## src/rtl/core/frt_pkg.sv

```systemverilog
// ----------------------------------------------------------------------------
// frt_pkg
// Types, codes and constants shared by the fragment reassembly tracker.
// ----------------------------------------------------------------------------
package frt_pkg;

  localparam int unsigned SlotsDefault  = 8;
  localparam int unsigned SlotsMax      = 8;
  localparam logic [15:0] ExpiryReset   = 16'd1000;

  typedef enum logic [2:0] {
    ST_STARTED   = 3'd0,
    ST_APPENDED  = 3'd1,
    ST_COMPLETED = 3'd2,
    ST_IGNORED   = 3'd3,
    ST_FULL      = 3'd4,
    ST_TICK      = 3'd5
  } status_e;

  typedef enum logic [1:0] {
    FSM_IDLE,
    FSM_EXEC,
    FSM_OUT
  } fsm_e;

  typedef struct packed {
    logic        kind;
    logic [47:0] src_mac;
    logic [15:0] msg_id;
    logic [7:0]  frag_index;
    logic [7:0]  frag_len;
    logic [7:0]  msg_type;
    logic [15:0] total_size;
  } frag_in_t;

  typedef struct packed {
    logic [2:0]  status;
    logic [2:0]  slot;
    logic [15:0] write_offset;
    logic [7:0]  copy_len;
    logic [7:0]  done_type;
    logic [15:0] done_size;
    logic [7:0]  expired_mask;
  } frag_out_t;

  // controller to datapath
  typedef struct packed {
    logic capture;  // register the incoming transaction and run the match
    logic execute;  // update the table and build the result
  } dp_cmd_t;

endpackage

```

## src/rtl/core/frt_ctrl.sv

```systemverilog
// ----------------------------------------------------------------------------
// frt_ctrl
// Sequencer: capture, execute, hold the result until taken.
// ----------------------------------------------------------------------------
module frt_ctrl
  import frt_pkg::*;
(
  input  logic    clk_i,
  input  logic    rst_ni,
  input  logic    in_valid_i,
  output logic    in_stall_o,
  output logic    out_valid_o,
  input  logic    out_stall_i,
  output dp_cmd_t cmd_o
);

  fsm_e state_q, state_d;

  always_ff @(posedge clk_i or negedge rst_ni) begin
    if (!rst_ni) begin
      state_q <= FSM_IDLE;
    end else begin
      state_q <= state_d;
    end
  end

  always_comb begin
    state_d       = state_q;
    in_stall_o    = 1'b1;
    out_valid_o   = 1'b0;
    cmd_o.capture = 1'b0;
    cmd_o.execute = 1'b0;
    unique case (state_q)
      FSM_IDLE: begin
        in_stall_o = 1'b0;
        if (in_valid_i) begin
          cmd_o.capture = 1'b1;
          state_d = FSM_EXEC;
        end
      end
      FSM_EXEC: begin
        cmd_o.execute = 1'b1;
        state_d = FSM_OUT;
      end
      FSM_OUT: begin
        out_valid_o = 1'b1;
        if (!out_stall_i) begin
          // accept the next transaction while this one leaves
          in_stall_o = 1'b0;
          if (in_valid_i) begin
            cmd_o.capture = 1'b1;
            state_d = FSM_EXEC;
          end else begin
            state_d = FSM_IDLE;
          end
        end
      end
      default: state_d = FSM_IDLE;
    endcase
  end

endmodule

```

## src/rtl/core/frt_dp.sv

```systemverilog
// ----------------------------------------------------------------------------
// frt_dp
// Slot table, match logic, time counter and result register.
// ----------------------------------------------------------------------------
module frt_dp
  import frt_pkg::*;
#(
  parameter int unsigned SLOTS = SlotsDefault
) (
  input  logic        clk_i,
  input  logic        rst_ni,
  input  dp_cmd_t     cmd_i,
  input  frag_in_t    in_i,
  input  logic [15:0] expiry_i,
  output frag_out_t   out_o
);

  localparam int unsigned SW = (SLOTS > 1) ? $clog2(SLOTS) : 1;

  logic [SLOTS-1:0] busy_q;
  logic [47:0] src_q   [SLOTS];
  logic [15:0] id_q    [SLOTS];
  logic [7:0]  last_q  [SLOTS];
  logic [15:0] fill_q  [SLOTS];
  logic [15:0] total_q [SLOTS];
  logic [7:0]  type_q  [SLOTS];
  logic [31:0] stamp_q [SLOTS];
  logic [31:0] now_q;

  frag_in_t         req_q;
  logic [SLOTS-1:0] hit_q;
  logic [SLOTS-1:0] idle_q;
  frag_out_t        out_q, out_d;

  // match and expiry vectors, registered at capture
  logic [SLOTS-1:0] hit_d, idle_d;
  always_comb begin
    for (int s = 0; s < SLOTS; s++) begin
      hit_d[s] = busy_q[s] && src_q[s] == in_i.src_mac && id_q[s] == in_i.msg_id &&
                 ({1'b0, in_i.frag_index} == {1'b0, last_q[s]} + 9'd1);
      idle_d[s] = busy_q[s] &&
                  ((now_q + 32'd1 - stamp_q[s]) >= {16'd0, expiry_i});
    end
  end

  // lowest hit and lowest free slot
  logic          any_hit, any_free;
  logic [SW-1:0] hit_s, free_s;
  always_comb begin
    any_hit  = 1'b0;
    any_free = 1'b0;
    hit_s    = '0;
    free_s   = '0;
    for (int s = SLOTS - 1; s >= 0; s--) begin
      if (hit_q[s]) begin
        any_hit = 1'b1;
        hit_s   = SW'(s);
      end
      if (!busy_q[s]) begin
        any_free = 1'b1;
        free_s   = SW'(s);
      end
    end
  end

  logic [15:0] room, copy_a, fill_new, copy_n;
  always_comb begin
    room     = total_q[hit_s] - fill_q[hit_s];
    copy_a   = ({8'd0, req_q.frag_len} < room) ? {8'd0, req_q.frag_len} : room;
    fill_new = fill_q[hit_s] + copy_a;
    copy_n   = ({8'd0, req_q.frag_len} < req_q.total_size) ?
               {8'd0, req_q.frag_len} : req_q.total_size;
  end

  // result of the captured transaction
  always_comb begin
    out_d = '0;
    if (req_q.kind) begin
      out_d.status       = ST_TICK;
      out_d.expired_mask = 8'(idle_q);
    end else if (any_hit) begin
      out_d.slot         = 3'(hit_s);
      out_d.write_offset = fill_q[hit_s];
      out_d.copy_len     = copy_a[7:0];
      if (fill_new >= total_q[hit_s]) begin
        out_d.status    = ST_COMPLETED;
        out_d.done_type = type_q[hit_s];
        out_d.done_size = total_q[hit_s];
      end else begin
        out_d.status = ST_APPENDED;
      end
    end else if (req_q.frag_index != 8'd0) begin
      out_d.status = ST_IGNORED;
    end else if (!any_free) begin
      out_d.status = ST_FULL;
    end else begin
      out_d.slot     = 3'(free_s);
      out_d.copy_len = copy_n[7:0];
      if (copy_n >= req_q.total_size) begin
        out_d.status    = ST_COMPLETED;
        out_d.done_type = req_q.msg_type;
        out_d.done_size = req_q.total_size;
      end else begin
        out_d.status = ST_STARTED;
      end
    end
  end

  always_ff @(posedge clk_i or negedge rst_ni) begin
    if (!rst_ni) begin
      busy_q <= '0;
      now_q  <= '0;
    end else if (cmd_i.execute) begin
      if (req_q.kind) begin
        now_q  <= now_q + 32'd1;
        busy_q <= busy_q & ~idle_q;
      end else if (any_hit) begin
        if (fill_new >= total_q[hit_s]) busy_q[hit_s] <= 1'b0;
      end else if (req_q.frag_index == 8'd0 && any_free && copy_n < req_q.total_size) begin
        busy_q[free_s] <= 1'b1;
      end
    end
  end

  always_ff @(posedge clk_i) begin
    if (cmd_i.capture) begin
      req_q  <= in_i;
      hit_q  <= hit_d;
      idle_q <= idle_d;
    end
    if (cmd_i.execute) begin
      out_q <= out_d;
      if (!req_q.kind) begin
        if (any_hit) begin
          fill_q[hit_s]  <= fill_new;
          last_q[hit_s]  <= req_q.frag_index;
          stamp_q[hit_s] <= now_q;
        end else if (req_q.frag_index == 8'd0 && any_free &&
                     copy_n < req_q.total_size) begin
          src_q[free_s]   <= req_q.src_mac;
          id_q[free_s]    <= req_q.msg_id;
          last_q[free_s]  <= 8'd0;
          fill_q[free_s]  <= copy_n;
          total_q[free_s] <= req_q.total_size;
          type_q[free_s]  <= req_q.msg_type;
          stamp_q[free_s] <= now_q;
        end
      end
    end
  end

  assign out_o = out_q;

endmodule

```

## src/rtl/core/fragment_reassembly_tracker_top.sv

```systemverilog
// ----------------------------------------------------------------------------
// fragment_reassembly_tracker_top
// Slot table that tracks partly received fragmented messages.
// ----------------------------------------------------------------------------
// Each transaction is captured and compared against all slots in parallel
// (source, id, next index, idle time), then the slot table is updated and
// the result registered. The result register holds until taken; the next
// transaction is accepted in the cycle the result leaves, not earlier. A tick
// advances the millisecond counter and frees idle slots, reporting them in
// expired_mask. expiry_ms is written through cfg_we_i / cfg_wdata_i; the user
// must write it only while idle, the block itself does not enforce this.
module fragment_reassembly_tracker_top
  import frt_pkg::*;
#(
  parameter int unsigned SLOTS = SlotsDefault
) (
  input  logic        clk_i,
  input  logic        rst_ni,
  input  logic        in_valid_i,
  output logic        in_stall_o,
  input  frag_in_t    in_data_i,
  output logic        out_valid_o,
  input  logic        out_stall_i,
  output frag_out_t   out_data_o,
  input  logic        cfg_we_i,
  input  logic [15:0] cfg_wdata_i
);

  logic [15:0] expiry_q;
  dp_cmd_t     cmd;

  // hold the expiry register
  always_ff @(posedge clk_i or negedge rst_ni) begin
    if (!rst_ni) begin
      expiry_q <= ExpiryReset;
    end else if (cfg_we_i) begin
      expiry_q <= cfg_wdata_i;
    end
  end

  frt_ctrl u_ctrl (
    .clk_i,
    .rst_ni,
    .in_valid_i,
    .in_stall_o,
    .out_valid_o,
    .out_stall_i,
    .cmd_o (cmd)
  );

  frt_dp #(.SLOTS(SLOTS)) u_dp (
    .clk_i,
    .rst_ni,
    .cmd_i    (cmd),
    .in_i     (in_data_i),
    .expiry_i (expiry_q),
    .out_o    (out_data_o)
  );

endmodule

```

## config.mk

```make
export PLATFORM = sky130hd
export DESIGN_NAME = fragment_reassembly_tracker_top
export DESIGN_NICKNAME = d
export VERILOG_FILES = /design/src/rtl/core/frt_pkg.sv /design/src/rtl/core/frt_ctrl.sv /design/src/rtl/core/frt_dp.sv /design/src/rtl/core/fragment_reassembly_tracker_top.sv
export SDC_FILE = /design/constraint.sdc
export NUM_CORES = 2
export LEC_CHECK = 0
export BUFFER_PORTS_ARGS = -buffer_cell sky130_fd_sc_hd__buf_2
export CAP_MARGIN = 20
export CORE_ASPECT_RATIO = 1.25
export CORE_MARGIN = 5
export CORE_UTILIZATION = 25
export CTS_BUF_LIST = sky130_fd_sc_hd__clkbuf_4 sky130_fd_sc_hd__clkbuf_8
export DETAILED_ROUTE_END_ITERATION = 8
export GPL_TIMING_DRIVEN = 1
export PLACE_DENSITY = 0.37
export RECOVER_POWER = 100
export SYNTH_ARGS = -nofsm -noshare
export SYNTH_HDL_FRONTEND = slang
export SYNTH_HIERARCHICAL = 1
export SYNTH_SLANG_ARGS = --single-unit
```

## constraint.sdc

```tcl
create_clock -name clk_i -period 13.8 [get_ports clk_i]
set_clock_uncertainty 0.1 [all_clocks]
set_input_delay 0.69 -clock clk_i [delete_from_list [all_inputs] [get_ports clk_i]]
set_output_delay 0.69 -clock clk_i [all_outputs]
set_load 0.02 [all_outputs]
```

==> qor.log <==
[run_status] run status complete, but fails checks
[run_status] failing checks capacitance limit, slew limit
[detailed_routing] count of unresolved DRC violations after routing 0
[clock_tree] hold-fix buffer count after cts 83
[place] routability cong. 0.850
[synthesis] total number of yosys warnings 6
[global_routing] pin count of the biggest net entering global routing 89
[synthesis] Seq cells post-synth 1393
[clock_tree] CTS max path bufs 4
[detailed_routing] DR WL/cell 26.6 um
[cells_and_area] Layout Utilization 29.2%
[detailed_routing] drt via density 4.85
[cells_and_area] share of layout cells above drive strength 1 8.99%
[power_and_ir_drop] Worst VDD drop 0.0682 mV
[worst_hold_path] path category of the worst min-delay check in2reg
[cells_and_area] post-route standard cell area excluding fillers 84700 um^2
[power_and_ir_drop] sw frac 30.1%
[setup_path] longest individual stage delay on the worst path 0.78 ns
[synthesis] syn avg cell area 11.9 um^2
[global_routing] number of global-route vias before repair 51800
[synthesis] synthesized cell area 73000 um^2
[clock_tree] worst skew pair latency 0.93 ns
[synthesis] Post-synth top flop sky130_fd_sc_hd__edfxtp_1
[die] number of rows in the core area 221
[worst_hold_path] number of cells on the worst hold path 2
[synthesis] FFs w/ async S/R, synth 4.16%
[setup_path] arrival time worst endpoint 12.65 ns
[clock_tree] master cell of the clock root buffer sky130_fd_sc_hd__clkbuf_8
[setup_path] slowest stage cell, crit path sky130_fd_sc_hd__o21ai_0
[synthesis] Synth top cells by count sky130_fd_sc_hd__edfxtp_1, sky130_fd_sc_hd__inv_1, sky130_fd_sc_hd__ha_1, sky130_fd_sc_hd__nand2_1, sky130_fd_sc_hd__xnor2_1
[global_routing] leftover overflow at the end of global routing 0
[clock_tree] clock-pin transition on the worst setup and hold timing paths 0.06 ns
[detailed_routing] number of DRC markers in iteration 0 3916
[timing] Hold Vio Cnt, Final 0
[timing] maximum frequency from static timing analysis 82.5 MHz
[detailed_routing] total number of vias 51500
[job] max cap viols 34
[setup_path] Crit Path Class reg2reg
[die] CORE AREA 290000 um^2
[place] Area after DPL 79300 um^2
[detailed_routing] number of detailed-routing iterations run before antenna repair 5
[timing] transition time of the tightest slew-check pin 4.35 ns
[clock_tree] number of buffers added for setup after CTS 0
[setup_path] buffers and inverters on the worst path 4
[cells_and_area] Area growth syn-to-layout 16.1%
[synthesis] dominant cell by count in the synthesized netlist sky130_fd_sc_hd__edfxtp_1
[setup_path] CP Launch Type flop
[setup_path] Reg-to-Reg End u_dp/out_o[8]
[synthesis] number of distinct library cell variants in the gate-level netlist after synthesis 100
[timing] total count of max-transition violations in the final report 1371
[clock_tree] clock sink count 1393
[die] vertical extent of the die 614 um
[timing] tightest slew margin relative to the limit -190%
[synthesis] sequential area share after synthesis 56.9%
[synthesis] top-area cell type share of the netlist area 54.9%
[power_and_ir_drop] relative contribution of sequential cells to total power 45.4%
[cells_and_area] final non-filler cell total 10600
[global_routing] wire length of the first global-routing pass 396000 um
[setup_path] Register-to-Register Setup Slack 1.68 ns
[die] initial core utilization 25.1%
[timing] RSZ-0062 raised after global routing false
[setup_path] Worst setup EP type flop
[power_and_ir_drop] Power Density 131 nW/um^2
[setup_path] r2r startpoint u_dp/hit_q[5]
[global_routing] number of antenna violations at the first check in global routing 24
[die] io pins 190
[worst_hold_path] hold worst-path end expiry_q[6]
[place] worst slack at placement 2.07 ns
[timing] final-report setup violation count 0
[place] count of port buffers added during placement 189
[worst_hold_path] Hold Path Origin cfg_we_i
[clock_tree] number of gates given a new drive strength after cts 0
[clock_tree] number of buffers created by CTS 266
[synthesis] area leader, netlist sky130_fd_sc_hd__edfxtp_1
[power_and_ir_drop] net load switching power 3.35 mW
[timing] clock period minus final worst setup slack 12.12 ns
[synthesis] number of instances in the synthesized netlist 6136
[setup_path] Max FO, Critical Path 39
[timing] total negative setup slack 0 ns
[die] DIE AREA 303000 um^2
[die] die extent in x 493 um
[power_and_ir_drop] part of the power in the clock network 37.0%
[clock_tree] number of H-tree branching levels 5
[global_routing] overall track demand over capacity in global routing 18.1%
[power_and_ir_drop] Static Leak 31.6 nW
[setup_path] worst r2r path cells 43
[cells_and_area] final-stage net count 7238
[setup_path] Crit path max-delay family compound AO/OA/AOI/OAI gates
[detailed_routing] number of nets with antenna violations after detailed routing 0
[clock_tree] TritonCTS clock tree yes
[timing] final setup slack of the worst path 1.68 ns
[power_and_ir_drop] internal cell power 7.77 mW
[synthesis] top cells by area in the synthesized netlist sky130_fd_sc_hd__edfxtp_1, sky130_fd_sc_hd__ha_1, sky130_fd_sc_hd__xnor2_1, sky130_fd_sc_hd__xor2_1, sky130_fd_sc_hd__inv_1
[power_and_ir_drop] part of the total power dissipated in combinational logic 17.6%
[setup_path] WP data required 14.33 ns
[place] placed wire-length estimate 205000 um
[detailed_routing] wire length after detailed routing 283000 um
[synthesis] Post-synth EDFFs 1335
[place] number of placed cells counting well taps 10100
[timing] Final Cycle Share 87.9%
-- sequential cells by signal, summed over array words and instances (netlist names), 16 cells and up --
name          cells
u_dp/src_q      384
u_dp/id_q       128
u_dp/last_q      64
expiry_q         16
u_dp/fill_q     128
u_dp/stamp_q    256
u_dp/now_q       32
u_dp/out_o       62
u_dp/req_q      105
u_dp/total_q    128
u_dp/type_q      64
-- worst max-delay path by stage --
stage	start	to	slack, ns	cells past startpoint
5_1_grt	u_dp/hit_q[7]	u_dp/out_o[8]	0.69	43
3_5_place_dp	u_dp/hit_q[5]	u_dp/out_o[14]	2.07	43
2_1_floorplan	u_dp/req_q[1]	u_dp/id_q[0][0]	3.12	24
6_report	u_dp/hit_q[5]	u_dp/out_o[8]	1.68	43
4_1_cts	u_dp/hit_q[5]	u_dp/out_o[8]	1.95	43
3_3_place_gp	u_dp/hit_q[5]	u_dp/busy_q[5]	2.10	43
-- logic make-up (layout without fill, tap and decap cells) --
logic type,after synthesis,in the layout,share of synthesized area [%]
AND/OR/NAND/NOR,1530,1530,10.3
buffers and inverters,671,1361,3.50
XOR/XNOR,681,681,8.20
AO/OA/AOI/OAI,1327,1327,12.0
multiplexers,69,69,1.04
flip-flops,1393,1393,56.9
other,1,18,0.00514
adder cells (fa/ha/maj),464,464,8.06
-- power by group through the flow --
stage	Clock (mW)	Sequential (mW)	Combinational [mW]
detailed placement	0	5.14	1.99
floorplan	0	5.03	1.24
global route	4.46	5.06	2.21
finish	4.12	5.05	1.96
global placement	0	5.14	1.98
CTS	4.28	5.05	2.03
-- final cells by class --
cell class              count  area (um^2)
flip-flops and latches   1393        41500
clock inverters           104          741
well taps                3791         4740
diodes                     11         27.5
multi-input cells        4078        29000
clock buffers             348         4350
fillers                 30000       206000
inverters                 496         1860
repair buffers            413         2490
-- worst register-to-register path, delay by kind of cell, from the launching register on --
kind / cells / cell delay [ns]
flip-flops: 1 / 0.44
adder cells (fa/ha/maj): 5 / 1.61
AO/OA/AOI/OAI: 21 / 4.74
buffers and inverters: 4 / 0.52
multiplexers: 1 / 0.48
XOR/XNOR: 2 / 0.34
AND/OR/NAND/NOR: 10 / 3.61
-- through the flow --
step,hold slack [ns],total power [mW]
floorplan,0.294,6.27
detailed placement,0.397,7.13
global placement,0.391,7.12
global route,0.199,11.7
CTS,0.00362,11.4
finish,0.255,11.1
-- layout by cell type (no fill, tap or decap), drive strengths merged, types with 119 or more instances in the layout --
master	instances
a21oi	340
buf	149
clkbuf	529
edfxtp	1335
ha	454
inv	501
nand2	418
nand3	164
nand4	119
nor2	332
o21ai	255
xnor2	387
xor2	294
-- layer usage --
metal	wire length [um]	track usage, %
met1	117000	21.8
met2	148000	33.5
met3	10900	2.41
met4	8310	4.87
met5	69	0
No activity file was read; power rests on OpenSTA's default activity.
